[src/rtl/mve_pkg.sv]
`default_nettype none
package mve_pkg;

    typedef enum logic [3:0] {
        OP_NIL     = 4'd0,
        OP_TRUE    = 4'd1,
        OP_FALSE   = 4'd2,
        OP_INT     = 4'd3,
        OP_STR     = 4'd4,
        OP_BIN     = 4'd5,
        OP_MAP     = 4'd6,
        OP_ARRAY   = 4'd7,
        OP_PAYLOAD = 4'd8
    } t_op;

    localparam logic [7:0] LEAD_NIL     = 8'hC0;
    localparam logic [7:0] LEAD_FALSE   = 8'hC2;
    localparam logic [7:0] LEAD_TRUE    = 8'hC3;
    localparam logic [7:0] LEAD_BIN8    = 8'hC4;
    localparam logic [7:0] LEAD_BIN16   = 8'hC5;
    localparam logic [7:0] LEAD_BIN32   = 8'hC6;
    localparam logic [7:0] LEAD_INT8    = 8'hD0;
    localparam logic [7:0] LEAD_INT16   = 8'hD1;
    localparam logic [7:0] LEAD_INT32   = 8'hD2;
    localparam logic [7:0] LEAD_INT64   = 8'hD3;
    localparam logic [7:0] LEAD_STR16   = 8'hDA;
    localparam logic [7:0] LEAD_STR32   = 8'hDB;
    localparam logic [7:0] LEAD_ARR16   = 8'hDC;
    localparam logic [7:0] LEAD_ARR32   = 8'hDD;
    localparam logic [7:0] LEAD_MAP16   = 8'hDE;
    localparam logic [7:0] LEAD_MAP32   = 8'hDF;
    localparam logic [7:0] BASE_FIXSTR  = 8'hA0;
    localparam logic [7:0] BASE_FIXMAP  = 8'h80;
    localparam logic [7:0] BASE_FIXARR  = 8'h90;
    localparam logic [7:0] BASE_NEGFIX  = 8'hE0;

    localparam int QUEUE_DEPTH_DEFAULT = 2;

    // lead byte, then body_len bytes taken from the top of body
    typedef struct packed {
        logic [7:0]  lead;
        logic [63:0] body;
        logic [3:0]  body_len;
    } t_entry;

endpackage
`default_nettype wire

[src/rtl/mve_front.sv]
`default_nettype none
module mve_front
    import mve_pkg::*;
(
    input  wire logic        i_valid,
    input  wire logic [3:0]  i_operation,
    input  wire logic [63:0] i_int_value,
    input  wire logic [31:0] i_length,
    input  wire logic [7:0]  i_data_byte,
    input  wire logic        i_q_full,
    output      logic        o_ready,
    output      logic        o_push,
    output      t_entry      o_entry
);

    function automatic t_entry hdr(
        input logic [31:0] len,
        input logic [31:0] small_max,
        input logic [7:0]  small_base,
        input logic [7:0]  lead16,
        input logic [7:0]  lead32
    );
        t_entry e;
        e.lead     = lead32;
        e.body     = {len, 32'd0};
        e.body_len = 4'd4;
        if (len <= small_max) begin
            e.lead     = small_base + len[7:0];
            e.body     = '0;
            e.body_len = 4'd0;
        end else if (len <= 32'h0000_FFFF) begin
            e.lead     = lead16;
            e.body     = {len[15:0], 48'd0};
            e.body_len = 4'd2;
        end
        return e;
    endfunction

    t_op                op;
    logic signed [63:0] v;
    logic               known;

    assign op      = t_op'(i_operation);
    assign v       = $signed(i_int_value);
    assign o_ready = !i_q_full;
    assign o_push  = i_valid && o_ready && known;

    always_comb begin
        known             = 1'b1;
        o_entry.lead      = LEAD_NIL;
        o_entry.body      = '0;
        o_entry.body_len  = 4'd0;
        unique case (op)
            OP_NIL:     o_entry.lead = LEAD_NIL;
            OP_TRUE:    o_entry.lead = LEAD_TRUE;
            OP_FALSE:   o_entry.lead = LEAD_FALSE;
            OP_PAYLOAD: o_entry.lead = i_data_byte;
            OP_INT: begin
                if (v > 64'sd0 && v <= 64'sd127) begin
                    o_entry.lead = {1'b0, i_int_value[6:0]};
                end else if (v < 64'sd0 && v >= -64'sd31) begin
                    o_entry.lead = BASE_NEGFIX | i_int_value[7:0];
                end else if (v >= -64'sd127 && v <= 64'sd127) begin
                    o_entry.lead     = LEAD_INT8;
                    o_entry.body     = {i_int_value[7:0], 56'd0};
                    o_entry.body_len = 4'd1;
                end else if (v >= -64'sd32767 && v <= 64'sd32767) begin
                    o_entry.lead     = LEAD_INT16;
                    o_entry.body     = {i_int_value[15:0], 48'd0};
                    o_entry.body_len = 4'd2;
                end else if (v >= -64'sd2147483648 && v <= 64'sd2147483647) begin
                    o_entry.lead     = LEAD_INT32;
                    o_entry.body     = {i_int_value[31:0], 32'd0};
                    o_entry.body_len = 4'd4;
                end else begin
                    o_entry.lead     = LEAD_INT64;
                    o_entry.body     = i_int_value;
                    o_entry.body_len = 4'd8;
                end
            end
            OP_STR:   o_entry = hdr(i_length, 32'd31, BASE_FIXSTR, LEAD_STR16, LEAD_STR32);
            OP_MAP:   o_entry = hdr(i_length, 32'd15, BASE_FIXMAP, LEAD_MAP16, LEAD_MAP32);
            OP_ARRAY: o_entry = hdr(i_length, 32'd15, BASE_FIXARR, LEAD_ARR16, LEAD_ARR32);
            OP_BIN: begin
                if (i_length <= 32'h0000_00FF) begin
                    o_entry.lead     = LEAD_BIN8;
                    o_entry.body     = {i_length[7:0], 56'd0};
                    o_entry.body_len = 4'd1;
                end else if (i_length <= 32'h0000_FFFF) begin
                    o_entry.lead     = LEAD_BIN16;
                    o_entry.body     = {i_length[15:0], 48'd0};
                    o_entry.body_len = 4'd2;
                end else begin
                    o_entry.lead     = LEAD_BIN32;
                    o_entry.body     = {i_length, 32'd0};
                    o_entry.body_len = 4'd4;
                end
            end
            // unused codes: accept and drop
            default: known = 1'b0;
        endcase
    end

endmodule
`default_nettype wire

[src/rtl/mve_queue.sv]
`default_nettype none
module mve_queue
    import mve_pkg::*;
#(
    parameter int DEPTH = QUEUE_DEPTH_DEFAULT
) (
    input  wire logic   i_clk,
    input  wire logic   i_rst_n,
    input  wire logic   i_push,
    input  wire t_entry i_entry,
    input  wire logic   i_pop,
    output      logic   o_full,
    output      logic   o_valid,
    output      t_entry o_entry
);

    localparam int PTR_W = (DEPTH > 1) ? $clog2(DEPTH) : 1;
    localparam int CNT_W = $clog2(DEPTH + 1);

    t_entry             r_mem [DEPTH];
    logic [PTR_W-1:0]   r_wr_ptr, n_wr_ptr;
    logic [PTR_W-1:0]   r_rd_ptr, n_rd_ptr;
    logic [CNT_W-1:0]   r_count,  n_count;
    logic               do_push, do_pop;

    assign o_full  = r_count == CNT_W'(DEPTH);
    assign o_valid = r_count != '0;
    assign o_entry = r_mem[r_rd_ptr];
    assign do_push = i_push && !o_full;
    assign do_pop  = i_pop && o_valid;

    always_comb begin
        n_wr_ptr = r_wr_ptr;
        n_rd_ptr = r_rd_ptr;
        n_count  = r_count;
        if (do_push) begin
            n_wr_ptr = (r_wr_ptr == PTR_W'(DEPTH - 1)) ? '0 : r_wr_ptr + 1'b1;
        end
        if (do_pop) begin
            n_rd_ptr = (r_rd_ptr == PTR_W'(DEPTH - 1)) ? '0 : r_rd_ptr + 1'b1;
        end
        if (do_push && !do_pop) begin
            n_count = r_count + 1'b1;
        end else if (do_pop && !do_push) begin
            n_count = r_count - 1'b1;
        end
    end

    always_ff @(posedge i_clk) begin
        if (!i_rst_n) begin
            r_wr_ptr <= '0;
            r_rd_ptr <= '0;
            r_count  <= '0;
        end else begin
            r_wr_ptr <= n_wr_ptr;
            r_rd_ptr <= n_rd_ptr;
            r_count  <= n_count;
        end
    end

    always_ff @(posedge i_clk) begin
        if (do_push) begin
            r_mem[r_wr_ptr] <= i_entry;
        end
    end

endmodule
`default_nettype wire

[src/rtl/mve_back.sv]
`default_nettype none
module mve_back
    import mve_pkg::*;
(
    input  wire logic       i_clk,
    input  wire logic       i_rst_n,
    input  wire logic       i_q_valid,
    input  wire t_entry     i_entry,
    output      logic       o_q_pop,
    output      logic       o_m_tvalid,
    input  wire logic       i_m_tready,
    output      logic [7:0] o_m_tdata,
    output      logic       o_m_tlast
);

    logic        r_valid, n_valid;
    logic [71:0] r_sr,    n_sr;
    logic [3:0]  r_cnt,   n_cnt;
    logic        take;

    assign o_m_tvalid = r_valid;
    assign o_m_tdata  = r_sr[71:64];
    assign o_m_tlast  = r_cnt == 4'd0;

    assign take    = !r_valid || (i_m_tready && r_cnt == 4'd0);
    assign o_q_pop = take && i_q_valid;

    always_comb begin
        n_valid = r_valid;
        n_sr    = r_sr;
        n_cnt   = r_cnt;
        if (r_valid && i_m_tready && r_cnt != 4'd0) begin
            // advance to the next body byte
            n_sr  = {r_sr[63:0], 8'd0};
            n_cnt = r_cnt - 4'd1;
        end else if (take) begin
            n_valid = i_q_valid;
            n_sr    = {i_entry.lead, i_entry.body};
            n_cnt   = i_entry.body_len;
        end
    end

    always_ff @(posedge i_clk) begin
        if (!i_rst_n) begin
            r_valid <= 1'b0;
        end else begin
            r_valid <= n_valid;
        end
    end

    always_ff @(posedge i_clk) begin
        r_sr  <= n_sr;
        r_cnt <= n_cnt;
    end

endmodule
`default_nettype wire

[src/rtl/msgpack_value_encoder.sv]
// MessagePack value encoder.
// Slave channel: one request per beat. tuser carries the operation code
// (nil, true, false, int, str/bin/map/array header, payload byte); tdata
// carries int_value, length and data_byte. Codes 9..15 are accepted and
// produce nothing.
// Master channel: one encoded byte per beat, most significant first, with
// tlast on the final byte of each request's run (1 to 9 bytes).
// The first byte of a request is registered in the request queue and then
// in the byte serializer before it is valid on the master channel.
// Throughput: while tready is high the output emits one byte per cycle;
// a run holds the byte serializer to its last byte, so one-byte requests
// (payload, fixints, nil/bool) flow at one per cycle. The input takes a
// beat every cycle while the request queue (QUEUE_DEPTH entries) has room.
// Stall: while tready is low the current byte holds, the queue fills and
// then the slave tready drops; nothing is lost or repeated.
// Reset: synchronous, active low; clears the queue and the output valid.
`default_nettype none
module msgpack_value_encoder
    import mve_pkg::*;
#(
    parameter int QUEUE_DEPTH = QUEUE_DEPTH_DEFAULT
) (
    input  wire logic         i_clk,
    input  wire logic         i_rst_n,
    input  wire logic         i_s_tvalid,
    output      logic         o_s_tready,
    input  wire logic [103:0] i_s_tdata,   // int_value[63:0], length[95:64], data_byte[103:96]
    input  wire logic [3:0]   i_s_tuser,   // operation[3:0]
    output      logic         o_m_tvalid,
    input  wire logic         i_m_tready,
    output      logic [7:0]   o_m_tdata,   // out_byte[7:0]
    output      logic         o_m_tlast
);

    logic   push, q_full, q_valid, q_pop;
    t_entry f_entry, q_entry;

    mve_front u_front (
        .i_valid     (i_s_tvalid),
        .i_operation (i_s_tuser),
        .i_int_value (i_s_tdata[63:0]),
        .i_length    (i_s_tdata[95:64]),
        .i_data_byte (i_s_tdata[103:96]),
        .i_q_full    (q_full),
        .o_ready     (o_s_tready),
        .o_push      (push),
        .o_entry     (f_entry)
    );

    mve_queue #(
        .DEPTH (QUEUE_DEPTH)
    ) u_queue (
        .i_clk   (i_clk),
        .i_rst_n (i_rst_n),
        .i_push  (push),
        .i_entry (f_entry),
        .i_pop   (q_pop),
        .o_full  (q_full),
        .o_valid (q_valid),
        .o_entry (q_entry)
    );

    mve_back u_back (
        .i_clk      (i_clk),
        .i_rst_n    (i_rst_n),
        .i_q_valid  (q_valid),
        .i_entry    (q_entry),
        .o_q_pop    (q_pop),
        .o_m_tvalid (o_m_tvalid),
        .i_m_tready (i_m_tready),
        .o_m_tdata  (o_m_tdata),
        .o_m_tlast  (o_m_tlast)
    );

endmodule
`default_nettype wire

[config.mk]
export PLATFORM = sky130hd
export DESIGN_NAME = msgpack_value_encoder
export DESIGN_NICKNAME = d
export VERILOG_FILES = /design/src/rtl/mve_pkg.sv /design/src/rtl/mve_front.sv /design/src/rtl/mve_queue.sv /design/src/rtl/mve_back.sv /design/src/rtl/msgpack_value_encoder.sv
export SDC_FILE = /design/constraint.sdc
export NUM_CORES = 1
export LEC_CHECK = 0
export ABC_AREA = 1
export BUFFER_PORTS_ARGS = -buffer_cell sky130_fd_sc_hd__buf_4
export CORE_MARGIN = 4
export CORE_UTILIZATION = 54
export DETAILED_ROUTE_END_ITERATION = 10
export PLACE_DENSITY = 0.74
export SYNTH_ARGS = -nofsm -noshare
export SYNTH_HDL_FRONTEND = slang
export SYNTH_SLANG_ARGS = --single-unit
[constraint.sdc]
create_clock -name i_clk -period 5.45 [get_ports i_clk]
set_input_delay 0.545 -clock i_clk [delete_from_list [all_inputs] [get_ports i_clk]]
set_output_delay 0.545 -clock i_clk [all_outputs]
set_load 0.03 [all_outputs]
==> flow_metrics.env <==
export IMPL_syn_avg_cell_area_sq_um=8.81
export IMPL_status="finished, final reports clean"
export IMPL_overflow=0
export IMPL_multi_input_area_sq_um=3950
export IMPL_internal_power_w=0.00394
export IMPL_pwr_share_comb_pct=22.4
export IMPL_synth_area_mux_share_pct=0.0840
export IMPL_dr_first_iter_drc_count=1157
export IMPL_min_period_ns=2.76
export IMPL_ir_worst_vdd_mv=0.259
export IMPL_num_rows=54
export IMPL_cts_htree_levels=1
export IMPL_vias_per_cell=5.62
export IMPL_clock_sinks=234
export IMPL_netlist_area_leader_share_pct=55.4
export IMPL_start_kind="flip-flop"
export IMPL_synth_warnings=0
export IMPL_ctsResizeCount=0
export IMPL_pin_count=123
export IMPL_cts_hold_buffers=0
export IMPL_setup_viol=0
export IMPL_antenna_found_initial=0
export IMPL_p_leak_nw=5.83
export IMPL_hold_path_class="in2reg"
export IMPL_worst_pin_slew_ns=1.12
export IMPL_grt_max_degree=104
export IMPL_ys_ff_latch=234
export IMPL_worst_setup_path_type="reg2reg"
export IMPL_antenna_left=0
export IMPL_synth_seq_area_share_pct=57.8
export IMPL_grt_pass1_wl_microns=52500
export IMPL_root_buffer="clkbuf_16"
export IMPL_crit_arrival_ns=3.08
export IMPL_grt_pass1_vias=9319
export IMPL_synth_largest_area_cell="edfxtp_1"
export IMPL_synthTopCellsByArea="edfxtp_1 (55%), nand2_1 (11%), o21ai_0 (6.9%), inv_1 (6.0%), nor2_1 (4.9%)"
export IMPL_num_vias=9821
export IMPL_area_growth_syn_to_layout_pct=15.1
export IMPL_synth_simple_area_share_pct=21.5
export IMPL_clk_path_buf_depth=3
export IMPL_wire_per_inst_microns=19.8
export IMPL_grt_usage_pct=28.3
export IMPL_fillers=1847
export IMPL_period_share_pct=50.6
export IMPL_clockPowerShare_pct=29.6
export IMPL_holdWs_ns=0.359
export IMPL_fin_worst_skew_ns=0.0101
export IMPL_drive_above_1_share_pct=13.8
export IMPL_worst_path_max_fanout=61
export IMPL_start_util_pct=54.8
export IMPL_synthCells=1352
export IMPL_slew_viol_final=0
export IMPL_totalWireLength_microns=34600
export IMPL_hp_start="i_rst_n"
export IMPL_required_ns=5.78
export IMPL_floorplan_core_area_sq_um=21800
export IMPL_grtUsageMet1_pct=42.0
export IMPL_die_h_microns=157
export IMPL_finalSetupTns_ns=0
export IMPL_first_pass_iters=5
export IMPL_timing_slew_headroom_pct=25.4
export IMPL_power_density_nw_per_um2=416
export IMPL_post_cts_buffers=0
export IMPL_netlist_area_sq_um=11900
export IMPL_final_cell_mix="nand2_1 (340), edfxtp_1 (220), inv_1 (189)"
export IMPL_busiest_layer="met2"
export IMPL_cts_tree="yes"
export IMPL_power_frac_seq_pct=48.0
export IMPL_syn_num_nets=1470
export IMPL_clk_pin_slew_worst_paths_ns=0.06
export IMPL_yosysUniqueCellTypes=41
export IMPL_synth_top_family_by_area="simple AND/OR/NAND/NOR gates"
export IMPL_dieArea_sq_um=24500
export IMPL_nNetsFinal=1566
export IMPL_rsz0062_at_grt="no"
export IMPL_finalHoldViolations=0
export IMPL_clock_fmax_ghz=0.363
export IMPL_switching_share_pct=31.0
export IMPL_worstSetupStartpoint="u_back.r_cnt[0]"
export IMPL_clock_latency_ns=0.51
export IMPL_reg2reg_from="u_back.r_cnt[0]"
export IMPL_final_common_cell="nand2_1"
export IMPL_drc_errors=0
export IMPL_synth_adder_area_share_pct=0.630
export IMPL_endpoint_kind="flip-flop"
export IMPL_cts_buffers=24
export IMPL_maxCapViolCount=0
export IMPL_switchingPower_w=0.00177
export IMPL_gp_congestion=0.975
export IMPL_use_met2_pct=42.9
export IMPL_antenna_cells=0
export IMPL_grt_use_met3_pct=4.78
export IMPL_io_buffers=122
export IMPL_seqCellArea_sq_um=6890
export IMPL_die_x_microns=157
export IMPL_dp_hpwl_microns=25300
export IMPL_synthXorXnorAreaFrac_pct=0.294
export IMPL_synth_compound_area_share_pct=10.5
[worst paths after layout]
path                                     endpoint  slack (ns)  depth (start not counted)
worst min register to register          flip-flop        0.46                          1
worst max-delay path              u_back.r_sr[51]        2.69                          8
worst min-delay path            u_back.o_m_tvalid        0.36                          2
worst max register to register    u_back.r_sr[51]        2.69                          8
[cell usage after synthesis (all sizes together)]
cell	number
a22oi	1
nand2	349
o211ai	8
a41oi	1
or2	2
buf	25
o21a	1
inv	195
nand4	19
xor2	2
a21oi	28
nor3	10
and3	2
o22ai	14
clkinv	1
dfxtp	14
a22o	1
o21ai	183
nor2	168
ha	6
clkbuf	34
xnor2	2
edfxtp	220
nand3	64
mux2i	1
a211oi	1
[flip-flops by register name, indices dropped and copies added, names as in the netlist, named ones only]
register,count
u_back.o_m_tvalid,1
u_queue.r_count,2
u_back.r_sr,72
u_queue.r_wr_ptr,1
u_queue.r_rd_ptr,1
u_queue.r_mem,152
u_back.r_cnt,4
[cell type report]
cell class	count	share of cell area (%)
clock buffers	32	4.97
clock inverters	12	1.01
inverters	196	5.38
multi-input cells	863	28.8
flip-flops and latches	234	50.2
well taps	280	2.55
repair buffers	129	7.06
[layer usage]
layer  vias up  part of all wire [%]
li1       4635                     -
met1      4564                    41
met4         0                   2.9
met2       556                    45
met5         -                     0
met3        66                    11
[metrics by stage]
stage          power [W]  cell area [sq um]  worst slack [ns]  utilization [%]  instances
2_1_floorplan    0.00356              11900             0.728                -       1352
3_3_place_gp     0.00400              12900              2.45             59.3       1702
3_5_place_dp     0.00404              12900              2.41             59.3       1702
4_1_cts          0.00572              13700              2.69             63.1       1746
5_1_grt          0.00599              13700              2.47             63.1       1746
6_report         0.00571              13700              2.69             63.1       1746
[power by group through the flow]
stage                     registers, W  logic, W  clock network (W)
after global routing           0.00279   0.00142            0.00178
after global placement         0.00275   0.00124                  0
after detailed placement       0.00277   0.00127                  0
after floorplan                0.00265  0.000907                  0
after CTS                      0.00274   0.00128            0.00170
final                          0.00274   0.00128            0.00169
[critical path: stages, from the launching register on]
cell and delay, ns:
edfxtp_1 0.40, inv_1 0.06, ha_1 0.22, nand2_1 0.17, nand3_1 0.63, clkinv_1 0.15
buf_4 0.53, nand2_1 0.22, o21ai_0 0.16
[logic make-up (layout without fill, tap and decap cells)]
| family | count (synthesis) | in the layout |
|---|---|---|
| multiplexers | 1 | 1 |
| AND/OR/NAND/NOR | 614 | 614 |
| adder cells (fa/ha/maj) | 6 | 6 |
| flip-flops | 234 | 234 |
| XOR/XNOR | 4 | 4 |
| AO/OA/AOI/OAI | 238 | 238 |
| buffers and inverters | 255 | 369 |
Note: power is estimated with default switching activity, not from simulation.
